File: src/rtl/core/cfc_pkg.sv
// cfc_pkg.sv - shared types and constants of the command frame checker.
// No dependencies; used by cfc_parser, cfc_emitter and command_frame_checker.
`timescale 1ns / 1ps
`default_nettype none

package cfc_pkg;

	localparam int MAX_PAYLOAD = 64;
	localparam int ADDR_W = (MAX_PAYLOAD > 1) ? $clog2(MAX_PAYLOAD) : 1;
	localparam int CNT_W = 7;

	// status codes
	localparam logic [1:0] ST_OK     = 2'd0;
	localparam logic [1:0] ST_SUM    = 2'd1;
	localparam logic [1:0] ST_MARKER = 2'd2;
	localparam logic [1:0] ST_LENGTH = 2'd3;

	// register indexes
	localparam logic [1:0] REG_FIRST_PREFIX  = 2'd0;
	localparam logic [1:0] REG_SECOND_PREFIX = 2'd1;
	localparam logic [1:0] REG_END_MARKER    = 2'd2;

	// payload store write port
	typedef struct packed {
		logic              en;
		logic [ADDR_W-1:0] addr;
		logic [7:0]        data;
	} wr_t;

	// end-of-frame job handed to the emitter
	typedef struct packed {
		logic             vld;
		logic [1:0]       status;
		logic [CNT_W-1:0] count;
		logic [7:0]       command;
		logic [7:0]       version;
	} job_t;

endpackage

`default_nettype wire

File: src/rtl/core/cfc_parser.sv
// cfc_parser.sv - frame parse state machine and configuration registers.
// Depends on cfc_pkg; writes the payload store and hands jobs to cfc_emitter.
`timescale 1ns / 1ps
`default_nettype none

module cfc_parser (
	input  wire logic              clk,
	input  wire logic              arst_n,
	input  wire logic              cfg_we,
	input  wire logic [1:0]        cfg_idx,
	input  wire logic [7:0]        cfg_data,
	input  wire logic              take,
	input  wire logic [7:0]        rx_byte,
	input  wire logic              restart,
	output cfc_pkg::wr_t           wr,
	output cfc_pkg::job_t          job
);
	import cfc_pkg::*;

	localparam logic [3:0] PH_HUNT0   = 4'd0;
	localparam logic [3:0] PH_HUNT1   = 4'd1;
	localparam logic [3:0] PH_VERSION = 4'd2;
	localparam logic [3:0] PH_LENLO   = 4'd3;
	localparam logic [3:0] PH_LENHI   = 4'd4;
	localparam logic [3:0] PH_COMMAND = 4'd5;
	localparam logic [3:0] PH_PAYLOAD = 4'd6;
	localparam logic [3:0] PH_CHECK   = 4'd7;
	localparam logic [3:0] PH_END     = 4'd8;

	logic [7:0]       first_q, second_q, end_q;
	logic [3:0]       phase_q, phase_d;
	logic [7:0]       sum_q, sum_d;
	logic [15:0]      len_q, len_d;
	logic [CNT_W-1:0] seen_q, seen_d;
	logic [7:0]       cmd_q, cmd_d;
	logic [7:0]       ver_q, ver_d;
	logic [1:0]       stat_q, stat_d;
	logic [3:0]       hunt;
	logic [15:0]      len_dec, len_adj;
	logic [7:0]       sum_add;
	logic [1:0]       st_end;

	always_ff @(posedge clk or negedge arst_n) begin
		if (!arst_n) begin
			first_q  <= '0;
			second_q <= '0;
			end_q    <= '0;
		end else if (cfg_we) begin
			unique case (cfg_idx)
				REG_FIRST_PREFIX:  first_q  <= cfg_data;
				REG_SECOND_PREFIX: second_q <= cfg_data;
				REG_END_MARKER:    end_q    <= cfg_data;
				default: ;
			endcase
		end
	end

	always_comb begin
		hunt    = (rx_byte == first_q) ? PH_HUNT1 : PH_HUNT0;
		len_dec = len_q - {15'd0, len_q != 16'd0};
		len_adj = len_q - 16'd2;
		sum_add = sum_q + rx_byte;
		st_end  = (stat_q == ST_OK && rx_byte != end_q) ? ST_MARKER : stat_q;
		phase_d = phase_q;
		sum_d   = sum_q;
		len_d   = len_q;
		seen_d  = seen_q;
		cmd_d   = cmd_q;
		ver_d   = ver_q;
		stat_d  = stat_q;
		wr      = '0;
		job     = '0;
		if (take) begin
			if (restart) begin
				phase_d = hunt;
			end else begin
				unique case (phase_q)
					PH_HUNT0: phase_d = hunt;
					PH_HUNT1: phase_d = (rx_byte == second_q) ? PH_VERSION : hunt;
					PH_VERSION: begin
						ver_d   = rx_byte;
						sum_d   = rx_byte;
						stat_d  = ST_OK;
						seen_d  = '0;
						phase_d = PH_LENLO;
					end
					PH_LENLO: begin
						len_d   = {8'd0, rx_byte};
						sum_d   = sum_add;
						phase_d = PH_LENHI;
					end
					PH_LENHI: begin
						len_d   = {rx_byte, len_q[7:0]};
						sum_d   = sum_add;
						phase_d = PH_COMMAND;
					end
					PH_COMMAND: begin
						cmd_d  = rx_byte;
						sum_d  = sum_add;
						seen_d = '0;
						if (len_q < 16'd2) begin
							stat_d  = ST_LENGTH;
							len_d   = '0;
							phase_d = PH_CHECK;
						end else begin
							len_d   = len_adj;
							if (len_adj > 16'(MAX_PAYLOAD))
								stat_d = ST_LENGTH;
							phase_d = (len_adj == 16'd0) ? PH_CHECK : PH_PAYLOAD;
						end
					end
					PH_PAYLOAD: begin
						sum_d = sum_add;
						if (stat_q == ST_OK && seen_q < CNT_W'(MAX_PAYLOAD)) begin
							wr.en   = 1'b1;
							wr.addr = seen_q[ADDR_W-1:0];
							wr.data = rx_byte;
							seen_d  = seen_q + 1'b1;
						end
						len_d = len_dec;
						if (len_dec == 16'd0)
							phase_d = PH_CHECK;
					end
					PH_CHECK: begin
						if (rx_byte != sum_q && stat_q == ST_OK)
							stat_d = ST_SUM;
						phase_d = PH_END;
					end
					PH_END: begin
						stat_d      = st_end;
						job.vld     = 1'b1;
						job.status  = st_end;
						job.count   = (st_end == ST_LENGTH) ? '0 : seen_q;
						job.command = cmd_q;
						job.version = ver_q;
						phase_d     = PH_HUNT0;
					end
					default: phase_d = PH_HUNT0;
				endcase
			end
		end
	end

	always_ff @(posedge clk or negedge arst_n) begin
		if (!arst_n) begin
			phase_q <= PH_HUNT0;
			sum_q   <= '0;
			len_q   <= '0;
			seen_q  <= '0;
			cmd_q   <= '0;
			ver_q   <= '0;
			stat_q  <= ST_OK;
		end else begin
			phase_q <= phase_d;
			sum_q   <= sum_d;
			len_q   <= len_d;
			seen_q  <= seen_d;
			cmd_q   <= cmd_d;
			ver_q   <= ver_d;
			stat_q  <= stat_d;
		end
	end

endmodule

`default_nettype wire

File: config.mk
export PLATFORM = sky130hd
export DESIGN_NAME = cfc_parser
export DESIGN_NICKNAME = d
export VERILOG_FILES = /design/src/rtl/core/cfc_pkg.sv /design/src/rtl/core/cfc_parser.sv
export SDC_FILE = /design/constraint.sdc
export NUM_CORES = 1
export LEC_CHECK = 0
export ABC_AREA = 1
export ABC_CLOCK_PERIOD_IN_PS = 5200
export BUFFER_PORTS_ARGS = -buffer_cell sky130_fd_sc_hd__buf_2
export CORE_ASPECT_RATIO = 2
export CORE_UTILIZATION = 52
export CTS_CLUSTER_SIZE = 20
export DETAILED_ROUTE_END_ITERATION = 7
export HOLD_SLACK_MARGIN = 0.15
export PLACE_DENSITY = 0.71
export SYNTH_ARGS = -nofsm -noshare
export SYNTH_HDL_FRONTEND = slang
export SYNTH_SLANG_ARGS = --single-unit
File: constraint.sdc
create_clock -name clk -period 5.2 [get_ports clk]
set_input_delay 0.78 -clock clk [delete_from_list [all_inputs] [get_ports clk]]
set_output_delay 0.78 -clock clk [all_outputs]
set_load 0.01 [all_outputs]
# Word level (Yosys, flattened, before mapping)
# Cells that the tools add are included.
# totals
register_bits	77
latch_bits	0
ramBits	0
mem_bits_ro	0
in_bits	23
word_cells	91
n_memories	0
# op_classes
add_sub_neg	4
n_mul	0
n_div	0
order_cmp	3
eq_ne	19
shifts	0
mux	25
n_bitwise	2
reduce_logical	27
# ops
operator	n
$mux W26	3
$pmux W16 S4	1
$mux W15	4
$logic_not A16 Y1	2
$pmux W4 S8	1
$eq A4 B3 Y1 const B	4
$eq A8 B8 Y1	2
$gt A16 B7 Y1 const B	1
$lt A16 B2 Y1 const B	1
$mux W16	1
$ne A8 B8 Y1	2
$pmux W8 S2	1
$reduce_bool A16 Y1	1
$sub A16 B1 Y16	1
$sub A16 B2 Y16 const B	1
$mux W7	2
$pmux W7 S2	1
$reduce_and A3 Y1	4
$mux W2	5
$add A8 B8 Y8	1
$eq A4 B2 Y1 const B	2
$mux W4	2
$pmux W2 S4	1
$reduce_and A2 Y1	4
other kinds (20)	32

# Depth between registers and ports, before layout
# logic_depth
ltp_word	8
ltp_mapped	22

# Worst setup path before layout
# No wires, ideal clock.
# synth_timing
path_type	register to register
startpoint	register len_q[3]
endpoint	register phase_q[0]
setup_time_ns	0.122
arrival_time_ns	2.652
required_time_ns	5.078
setup_slack_ns	2.426
path_stages_with_launch	18
period_less_slack_ns	2.774
cell_sequence	dfrtp_1 nor2_4 nand2_2 nor2_4 nand4_1 or2_2 ha_1 ha_1 xnor2_1 nand2_1 nor3_1 nand2_1 nor2_1 nand3_1 nand3_1 nand2_1 nor2_1 a21oi_1
# synth_between
elab_chain_cells	6
elab_cells_between_ends	12
classes_between	2 x add/sub; 1 x order compare; 1 x eq/ne; 4 x mux; 4 x reduce/logical
# synth_rtl
element	line	rtl
from (decl)	cfc_parser.sv:33	logic [15:0] len_q, len_d;
from (signal assigned)	cfc_parser.sv:156	len_q <= len_d;
$sub A16 B2 Y16	cfc_parser.sv:61	len_adj = len_q - 16'd2;
$logic_not A16 Y1	cfc_parser.sv:109	phase_d = (len_adj == 16'd0) ? PH_CHECK : PH_PAYLOAD;
$mux W1	cfc_parser.sv:109	
$mux W1	cfc_parser.sv:101	if (len_q < 16'd2) begin
$pmux W4 S8	cfc_parser.sv:77	unique case (phase_q)
$mux W4	cfc_parser.sv:74	if (restart) begin
to (signal assigned)	cfc_parser.sv:154	phase_q <= phase_d;
to (decl)	cfc_parser.sv:31	logic [3:0] phase_q, phase_d;
# Parallel ways exist; a longest one is shown, timed or not.
# A chain may end at the register's enable or synchronous reset.

==> metrics <==
status finished, final reports clean; area post-placement 0.005585 mm2; Boundary Pins 64; Clock Latency Late Sink 0.34 ns; Worst Hold Class flip-flop to flip-flop; sequential area share after synthesis 37.25%; WP data required 4.42 ns; H-tree levels 3; DIE AREA 0.01037 mm2; Post-Route WL 17040 um; largest net degree at the start of global routing 78; Simple-Gate Fraction of Synth Area 32.39%; hold path cells 2; die height 143.0 um; worst hold slack 0.4879 ns; Reg2Reg Depth 17; PostCTS Resize Cnt 0; slowest cell delay on critical path 0.49 ns; WP buf/inv 2; via count 5122; Crit-path slowest cell dfrtp_1; Startpoint Class flip-flop; GRT Util Overall 36.65%; crit end category primary output; Seq cells post-synth 77; cells along the critical path nor2_4 > nand2_1 > nor3_2 > inv_1 > nor2_1 > buf_2; YS warnings 0; Post-Syn Instances 742; Mapped Nets 777; Compound-Gate Fraction of Synth Area 13.91%; largest family of logic cells by synthesized area simple AND/OR/NAND/NOR gates; Starting Density 53.33%; CP Class flip-flop to primary output; Static Leakage 2.933 nW; core outline area 0.009699 mm2; fmax 303.9 MHz; RSZ-0062 raised after global routing false; Final Cell Area 0.005933 mm2; DR vias/cell 5.466; Worst-path clk slew 0.06 ns; area delta synth->final 14.71%; Cell Rows 51; Post-Synth XOR/XNOR Area 4.233%; syn_area_per_cell 6.971 um2; Worst Max-Slew Pin Slew 1.029 ns; CTS Buf Count 9; post-synthesis mux area share 0%; first-pass GRT wire length 27550 um; CTS Hold Buffers Added 0; Critical path origin phase_q[0]$_DFFE_PN0P_; Congestion Overflow GR 0; final period utilization 63.28%; synthesized area 0.005172 mm2; Synth Area in Adders 3.048%; Hold Path End cmd_q[3]$_DFFE_PN0P_; fraction of layout cells with a size suffix above 1 16.29%; Max clock buf depth 2; ys async rst share 100.0%; flop2flop setup slack 1.96 ns; CTS sink count 77; Fin. Hold Viols 0; CTS tree yes; drt drc 0; Post-synth EDFFs 0; Arr. time, crit path 2.51 ns; P per Cell Area 328.1 mW/mm2; CP Max Fanout 15; vias in the first global route 5336; Period minus WS final 3.291 ns; WL per Instance 18.19 um; reg2reg end phase_q[0]$_DFFE_PN0P_; Cell variety after synth 40; skew final 0.01005 ns; Die W 72.53 um; dpl hpwl 13020 um; initial antenna violation count 1; Max Slew Vio Count 0; worst vdd ir 311.8 uV; delay-heaviest family, CP simple AND/OR/NAND/NOR gates; Hold Crit Start cmd_q[3]$_DFFE_PN0P_; Final nets 834; Rel. slew slack 31.38%; maximum capacitance violations 0; gpl congestion 1.086; Final ANT Viol Nets 0; setup bufs post-CTS 0; Initial DRT Pass Iterations 5; Port Buffers 63; Starting DRT DRC Count 274; CTS root buf clkbuf_16; setup TNS 0 ns; most used flip-flop cell after synthesis dfrtp_1; setup violators final 0; r2r startpoint len_q[3]$_DFFE_PN0P_
-- through the flow --
| step | setup slack [ns] | std cells | utilization [%] | total power, mW |
|---|---|---|---|---|
| after detailed placement | 2.009 | 920 | 57.59 | 1.212 |
| after floorplan | 2.426 | 742 | - | 1.070 |
| final | 1.909 | 937 | 61.17 | 1.947 |
| after CTS | 1.915 | 936 | 61.15 | 1.954 |
| after global routing | 1.588 | 936 | 61.15 | 2.062 |
| after global placement | 2.066 | 920 | 57.59 | 1.196 |
-- routing by layer --
layer	up-vias	routed length [um]	global-route usage [%]
met5	-	0	0
met4	0	1507	30.24
met3	81	857	8.963
met2	171	8852	63.60
met1	2374	5823	35.56
li1	2496	-	-
-- Yosys cell counts, drive strengths merged (4+ instances only) --
library cell | count | share of area, %
xor2 | 6 | 1.0
o21ai | 83 | 8.0
nor3 | 16 | 1.7
nor2 | 109 | 10
a21oi | 22 | 2.2
nand3 | 36 | 3.5
or2 | 6 | 0.73
o221ai | 4 | 0.68
nand4 | 7 | 0.85
dfrtp | 77 | 37
o22ai | 12 | 1.5
nand2 | 194 | 15
clkbuf | 14 | 1.0
xnor2 | 19 | 3.2
ha | 11 | 2.7
inv | 105 | 7.7
-- tightest hold or removal path, delay by kind of cell, from the launching register on --
family,cells,cell delay [ns]
compound gates,1,0.06
flops,1,0.34
simple gates,1,0.05
-- flip-flops by register name, summed over array words and instances, names as in the netlist --
name	cells
len_q	16
cmd_q	8
end_q	8
first_q	8
second_q	8
sum_q	8
ver_q	8
seen_q	7
phase_q	4
stat_q	2
-- logic make-up after synthesis --
logic type | Yosys count
AOI/OAI and AO/OA | 132
adders and majority gates | 12
DFF | 77
xor gates and xnor gates | 25
buffers and inverters | 124
and+or+nand+nor | 372
-- worst max path at each step --
stage / cells after the start / slack [ns] / end
finish: 6 / 1.91 / wr[1]
floorplan: 17 / 2.43 / phase_q[0]$_DFFE_PN0P_
CTS: 6 / 1.91 / wr[1]
global route: 17 / 1.59 / phase_q[0]$_DFFE_PN0P_
global placement: 17 / 2.07 / phase_q[0]$_DFFE_PN0P_
detailed placement: 17 / 2.01 / phase_q[0]$_DFFE_PN0P_
-- layout make-up --
cell class              count  area (um2)
well taps                 132       165.2
clock buffers               9       225.2
inverters                 107       404.1
clock inverters             7       120.1
multi-input cells         541        2771
flip-flops and latches     77        1927
repair buffers             63       317.8
diodes                      1       2.502
fillers                   978        3766
-- layout by cell type (no fill, tap or decap), types with 9 or more instances in the layout --
cell       synthesis  routed
a21oi_1           21      21
buf_2              2      62
clkbuf_16          0       9
dfrtp_1           77      77
ha_1              11      11
inv_1             90      90
inv_2             14      14
nand2_1          184     184
nand3_1           36      36
nor2_1            91      91
nor2_4            11      11
nor3_1            14      14
o21ai_0           70      70
o21ai_1           13      13
o22ai_1           12      12
xnor2_1           19      19
-- power by group --
part	total (mW)	leakage (nW)	switching [mW]	internal, mW
sequential	0.776	0.923	0.0809	0.695
clock	0.738	0.166	0.266	0.472
combinational	0.433	1.84	0.278	0.155
No activity file was read; power rests on OpenSTA's default activity.
